### config.mk
export PLATFORM = sky130hd
export DESIGN_NAME = console_line_editor_unit_flat
export DESIGN_NICKNAME = d
export VERILOG_FILES = /design/src/hw/rtl/cle_pkg.sv /design/src/hw/rtl/cle_stream_if.sv /design/src/hw/rtl/console_line_editor_unit.sv /design/src/flat_wrapper.sv
export SDC_FILE = /design/constraint.sdc
export NUM_CORES = 1
export LEC_CHECK = 0
export BUFFER_PORTS_ARGS = -buffer_cell sky130_fd_sc_hd__buf_2
export CORE_MARGIN = 4
export CORE_UTILIZATION = 62
export DETAILED_ROUTE_END_ITERATION = 6
export HOLD_SLACK_MARGIN = 0.15
export PLACE_DENSITY = 0.87
export SKIP_LAST_GASP = 1
export SLEW_MARGIN = 15
export SYNTH_ARGS = -nofsm -noshare
export SYNTH_HDL_FRONTEND = slang
export SYNTH_SLANG_ARGS = --single-unit
### constraint.sdc
create_clock -name i_clk -period 3.67 [get_ports i_clk]
set_input_delay 0.1835 -clock i_clk [delete_from_list [all_inputs] [get_ports i_clk]]
set_output_delay 0.1835 -clock i_clk [all_outputs]
set_load 0.005 [all_outputs]
### src/hw/rtl/cle_pkg.sv
package cle_pkg;

    localparam int LINE_CAPACITY_DEF = 64;
    localparam int COUNT_W           = 6;

    localparam logic [7:0] CH_DEL        = 8'h7F;
    localparam logic [7:0] CH_LF         = 8'h0A;
    localparam logic [7:0] CH_ETX        = 8'h03;
    localparam logic [7:0] CH_ESC        = 8'h1B;
    localparam logic [7:0] CH_LBRACKET   = 8'h5B;
    localparam logic [7:0] CSI_MIN       = 8'h20;
    localparam logic [7:0] CSI_MAX       = 8'h7E;
    localparam logic [7:0] CSI_FINAL_MIN = 8'h40;
    localparam logic [7:0] PRINT_MIN     = 8'd32;
    localparam logic [7:0] PRINT_MAX     = 8'd126;

    typedef enum logic [1:0] {
        K_ECHO  = 2'd0,
        K_ERASE = 2'd1,
        K_LINE  = 2'd2,
        K_ABORT = 2'd3
    } t_kind;

    typedef struct packed {
        logic [7:0] rx_byte;
    } t_rx;

    typedef struct packed {
        t_kind              kind;
        logic [7:0]         byte_value;
        logic               last;
        logic [COUNT_W-1:0] line_length;
    } t_res;

endpackage

### src/hw/rtl/cle_stream_if.sv
interface cle_stream_if #(
    parameter type T = logic
) ();
    logic valid;
    logic ready;
    T     data;

    modport source (output valid, output data, input ready);
    modport sink   (input valid, input data, output ready);
endinterface

### src/hw/rtl/console_line_editor_unit.sv
// Console line editor. Takes one received byte per word on i_rx and returns
// echo, erase, abort and line-byte words on o_res. An ordinary byte is taken
// whenever the output register is empty or its word is taken in the
// same cycle; a result word left waiting in it holds off all input. A
// newline on a non-empty line replays the held bytes from the
// line store, each by a synchronous read of the store's read port, then
// a load of the output register once it is free; no input is
// taken during that replay. The store has LINE_CAPACITY entries and holds
// at most LINE_CAPACITY-1 bytes.
module console_line_editor_unit #(
    parameter int LINE_CAPACITY = cle_pkg::LINE_CAPACITY_DEF
) (
    input  logic                i_clk,
    input  logic                i_rst_n,
    cle_stream_if.sink          i_rx,
    cle_stream_if.source        o_res
);
    import cle_pkg::*;

    localparam int                 AW     = (LINE_CAPACITY > 1) ? $clog2(LINE_CAPACITY) : 1;
    localparam logic [COUNT_W-1:0] CAP_M1 = COUNT_W'(LINE_CAPACITY - 1);

    localparam logic [1:0] STEP_NONE = 2'd0;
    localparam logic [1:0] STEP_ESC  = 2'd1;
    localparam logic [1:0] STEP_CSI  = 2'd2;

    typedef enum logic [1:0] {
        S_RUN,
        S_READ,
        S_EMIT
    } t_state;

    logic [7:0] line_store [LINE_CAPACITY];
    logic [7:0] r_rd_data;

    t_state             r_state, n_state;
    logic [COUNT_W-1:0] r_count, n_count;
    logic [1:0]         r_step, n_step;
    logic [COUNT_W-1:0] r_idx, n_idx;
    logic [COUNT_W-1:0] r_len, n_len;
    logic               r_out_valid, n_out_valid;
    t_res               r_out, n_out;

    logic          wr_en;
    logic [AW-1:0] wr_addr;
    logic [7:0]    wr_data;
    logic          rd_en;
    logic [AW-1:0] rd_addr;
    logic          slot_free;
    logic          accept;
    logic [7:0]    c;
    logic          normal;
    logic          is_last;

    assign slot_free   = !r_out_valid || o_res.ready;
    assign i_rx.ready  = (r_state == S_RUN) && slot_free;
    assign accept      = i_rx.valid && i_rx.ready;
    assign c           = i_rx.data.rx_byte;
    assign o_res.valid = r_out_valid;
    assign o_res.data  = r_out;
    assign is_last     = (r_idx + COUNT_W'(1)) == r_len;

    always_comb begin
        n_state     = r_state;
        n_count     = r_count;
        n_step      = r_step;
        n_idx       = r_idx;
        n_len       = r_len;
        n_out_valid = r_out_valid && !o_res.ready;
        n_out       = r_out;
        wr_en       = 1'b0;
        wr_addr     = r_count[AW-1:0];
        wr_data     = c;
        rd_en       = 1'b0;
        rd_addr     = r_idx[AW-1:0];
        normal      = 1'b0;

        unique case (r_state)
            S_RUN: begin
                if (accept) begin
                    priority if (c == CH_DEL) begin
                        if (r_count != '0) begin
                            n_count     = r_count - COUNT_W'(1);
                            n_out_valid = 1'b1;
                            n_out       = '{K_ERASE, 8'd0, 1'b0, '0};
                        end
                    end else if (c == CH_LF) begin
                        if (r_count != '0) begin
                            n_len   = r_count;
                            n_idx   = '0;
                            n_count = '0;
                            n_state = S_READ;
                        end
                    end else if (c == CH_ETX) begin
                        n_out_valid = 1'b1;
                        n_out       = '{K_ABORT, 8'd0, 1'b0, '0};
                    end else if (c == CH_ESC) begin
                        n_step = STEP_ESC;
                    end else begin
                        unique case (r_step)
                            STEP_ESC: begin
                                if (c == CH_LBRACKET) begin
                                    n_step = STEP_CSI;
                                end else begin
                                    n_step = STEP_NONE;
                                    normal = 1'b1;
                                end
                            end
                            STEP_CSI: begin
                                if (c >= CSI_MIN && c <= CSI_MAX) begin
                                    if (c >= CSI_FINAL_MIN) begin
                                        n_step = STEP_NONE;
                                    end
                                end else begin
                                    n_step = STEP_NONE;
                                    normal = 1'b1;
                                end
                            end
                            default: begin
                                n_step = STEP_NONE;
                                normal = 1'b1;
                            end
                        endcase
                        if (normal && c >= PRINT_MIN && c <= PRINT_MAX && r_count < CAP_M1) begin
                            wr_en       = 1'b1;
                            n_count     = r_count + COUNT_W'(1);
                            n_out_valid = 1'b1;
                            n_out       = '{K_ECHO, c, 1'b0, '0};
                        end
                    end
                end
            end
            S_READ: begin
                rd_en   = 1'b1;
                n_state = S_EMIT;
            end
            S_EMIT: begin
                if (slot_free) begin
                    n_out_valid = 1'b1;
                    n_out       = '{K_LINE, r_rd_data, is_last, r_len};
                    n_idx       = r_idx + COUNT_W'(1);
                    n_state     = is_last ? S_RUN : S_READ;
                end
            end
            default: n_state = S_RUN;
        endcase
    end

    always_ff @(posedge i_clk) begin
        if (wr_en) begin
            line_store[wr_addr] <= wr_data;
        end
    end

    always_ff @(posedge i_clk) begin
        if (rd_en) begin
            r_rd_data <= line_store[rd_addr];
        end
    end

    always_ff @(posedge i_clk) begin
        if (!i_rst_n) begin
            r_state     <= S_RUN;
            r_count     <= '0;
            r_step      <= STEP_NONE;
            r_idx       <= '0;
            r_len       <= '0;
            r_out_valid <= 1'b0;
        end else begin
            r_state     <= n_state;
            r_count     <= n_count;
            r_step      <= n_step;
            r_idx       <= n_idx;
            r_len       <= n_len;
            r_out_valid <= n_out_valid;
        end
        r_out <= n_out;
    end

endmodule

### src/flat_wrapper.sv
// flat-port wrapper written by rule: the top's interface ports become plain ports
module console_line_editor_unit_flat import cle_pkg::*;
#(
    parameter int LINE_CAPACITY = cle_pkg::LINE_CAPACITY_DEF
)
  (i_clk, i_rst_n, i_rx_valid, i_rx_data, i_rx_ready, o_res_valid, o_res_data, o_res_ready);
  cle_stream_if #(.T(t_rx)) i_rx_i ();
  cle_stream_if #(.T(t_res)) o_res_i ();
  input  logic i_clk;
  input  logic i_rst_n;
  input wire logic [$bits(i_rx_i.valid)-1:0] i_rx_valid;
  input wire logic [$bits(i_rx_i.data)-1:0] i_rx_data;
  output wire logic [$bits(i_rx_i.ready)-1:0] i_rx_ready;
  output wire logic [$bits(o_res_i.valid)-1:0] o_res_valid;
  output wire logic [$bits(o_res_i.data)-1:0] o_res_data;
  input wire logic [$bits(o_res_i.ready)-1:0] o_res_ready;
  assign i_rx_i.valid = i_rx_valid;
  assign i_rx_i.data = i_rx_data;
  assign i_rx_ready = i_rx_i.ready;
  assign o_res_valid = o_res_i.valid;
  assign o_res_data = o_res_i.data;
  assign o_res_i.ready = o_res_ready;
  console_line_editor_unit #(.LINE_CAPACITY(LINE_CAPACITY)) u_core (.i_clk(i_clk), .i_rst_n(i_rst_n), .i_rx(i_rx_i), .o_res(o_res_i));
endmodule
==> results.cfg <==
[place]
post-place-ws_ps = 166.4
dpl_cell_area_um2 = 23060
port_buffers = 30
gp_congestion = 0.9678
dp.cells = 1651
post-dp-hpwl_mm = 32.20

[power_and_ir_drop]
p_int_mw = 10.61
p_sw_mw = 2.520
ir_drop_mv = 0.5759
p_leak_nw = 7.737
seqPwrFrac_pct = 53.4
clkPwrFrac_pct = 44.7
p_sw_share_pct = 19.19
powerDensity_nw_per_um2 = 524.8
share_comb_of_total_power_pct = 1.8
totalPowerFinal_mw = 13.13

[detailed_routing]
routedWlPerCell_um = 30.11
detail_route.first_pass.iterations = 6
vias_per_cell = 6.947
drt_wl_total_mm = 52.94
ant_nets = 0
post-route-drc-count = 0
dr_total_vias = 12210
first_iter_violations = 1793

[outcome]
status = completed

[cts]
cts.sinks = 560
cts_root_buf = clkbuf_16
worstSkewPairLatency_ps = 570
cts-resized-gates = 0
tritoncts = yes
path_clk_slew_ps = 60
cts_buffer_depth = 3
htreeDepth = 2
cts_buffers = 53

[logic_synthesis]
yosys.area.top_type = edfxtp_1
yosys_most_used_dff = edfxtp_1
ys_seq_area_share_pct = 74.41
yosysTopAreaCellShare_pct = 72.35
netlist_top_cells_count = edfxtp_1, mux4_2, nor2_1, nand2_1, clkbuf_1
ys_async_sr_fraction_pct = 0
netlist_top_cells_area = edfxtp_1, mux4_2, dfxtp_1, nor2_1, nand2_1
synth-warning-count = 0
syn_area_per_cell_um2 = 18.78
synth_edf_count = 537
synth_area_um2 = 22290
ys_seq_elements = 560
synthMostInstantiatedCell = edfxtp_1
post_synth_num_cell_types = 68
syn_nets = 1204
synthCells = 1187

[worst_setup_path]
start_kind = input port
r2r_slack_ps = 290
worst_ep_required_time_ps = 3870
cp_max_fo = 19
path_class = in -> reg
endpoint_kind = flop
worstPathArrival_ps = 3720

[timing]
timing.hold.ws_ps = 197.3
final-setup-viol-count = 0
max_freq_mhz = 284.1
fin_crit_ps = 3520
worst_pin_slew_ps = 1079
slew-limit-headroom_pct = 27.15
rsz0062_at_grt = no
fin_skew_ps = 22.08
tns_ps = 0
hold_viol = 0
finalCritPeriodShare_pct = 95.91
maxSlewViolCount = 0
fin_ws_ps = 150.3

[worst_hold_path]
min_path_type = in -> reg

[global_routing]
grt_start_max_net_pins = 70
antenna_found_initial = 3
grt_pass1_vias = 12130
grt_usage_pct = 27.48
grt_pass1_wl_mm = 79.24
gr-total-overflow = 0

[die]
die_area_um2 = 39050
num_rows = 69
die_width_um = 197.6
core_area_um2 = 35480
start_util_pct = 62.82
io_pins = 31
die_h_um = 197.6

[cells_and_area]
finalInstanceArea_um2 = 25020
fill_cells = 1992
post-route-util_pct = 70.50
fin_nets = 1269
area_growth_pct = 12.24
instances_no_fill = 1758
final_layout_size_suffix_gt1_share_pct = 23.90

[flow_run]
maxCapViolations = 0
[area by class of cell]
type,count,area [um^2],area share [%]
clock buffers,62,1391,5.562
clock inverters,34,486.7,1.946
flip-flops and latches,560,16600,66.35
diodes,4,10.01,0.04001
multi-input cells,551,5339,21.34
well taps,461,576.8,2.306
repair buffers,80,593.1,2.371
inverters,6,22.52,0.09003
[worst max-delay path: stages]
cell and delay, ps:
dlygate4sd3_1 530, buf_2 270, nand4_1 350, o41ai_1 140, a221o_1 420, or2_2 330, or4b_2 800, nor2_1 660
[registers in the layout, indices dropped and copies added (netlist names)]
name                flops
u_core.r_step           2
u_core.r_state          2
u_core.r_rd_data        8
u_core.r_len            6
u_core.o_res.valid      1
u_core.line_store     512
u_core.r_count          6
u_core.r_idx            6
u_core.o_res.data      17
[power by group through the flow]
stage,sequential [mW],combinational [mW],clock (mW)
final,7.02,0.242,5.87
after CTS,7.02,0.237,5.90
after global placement,7.15,0.221,0
after floorplan,7.16,0.0671,0
after global routing,7.01,0.255,6.20
after detailed placement,7.15,0.231,0
[cells by family after synthesis]
logic type / after synthesis / share of synthesized area (%)
xor+xnor: 10 / 0.3930
fa+ha+maj: 5 / 0.2807
mux: 135 / 12.87
simple gates: 265 / 5.894
compound gates: 136 / 4.513
buf+inv: 76 / 1.634
flops: 560 / 74.41
[path summary, 6_finish.rpt]
check / cells past startpoint / start / to
worst max-delay path: 8 / i_rx_data[0] / u_core.line_store[17][4]$_DFFE_PP_
worst min-delay path: 4 / i_rx_data[7] / u_core.r_step[0]$_SDFFE_PN0P_
worst max register to register: 6 / u_core.o_res.valid$_SDFF_PN0_ / u_core.line_store[17][4]$_DFFE_PP_
worst min register to register: 2 / u_core.r_step[1]$_SDFFE_PN0P_ / u_core.r_step[1]$_SDFFE_PN0P_
[layout by cell type, fill, tap and decap left out, drive strengths merged, types with 7 or more instances in the layout]
cell type    count
and2            10
o22ai           11
nor2            96
bufinv          12
nand2           49
edfxtp         537
nand2b          13
clkbuf          62
clkinv          18
a22o            11
nor2b           28
dlygate4sd3      7
a21oi           12
a22oi           20
o21ai           19
nand3           21
or4              7
or3              9
buf             73
mux2            13
dfxtp           23
xnor2            8
mux4           120
a221oi          10
[layer usage]
metal / routed length, um / part of all wire (%) / global-route usage (%) / vias up
met5: 14 / 0.026 / 0 / -
met4: 2179 / 4.1 / 9.717 / 2
met3: 6254 / 12 / 6.652 / 166
met2: 25850 / 49 / 43.59 / 922
met1: 18640 / 35 / 38.31 / 6159
li1: - / - / - / 4964
[what timing repair did]
item	CTS	global route
endpoints found under the hold margin	49	0
hold buffers	7	0
buffers inserted	0	0
No activity file was read; power rests on OpenSTA's default activity.
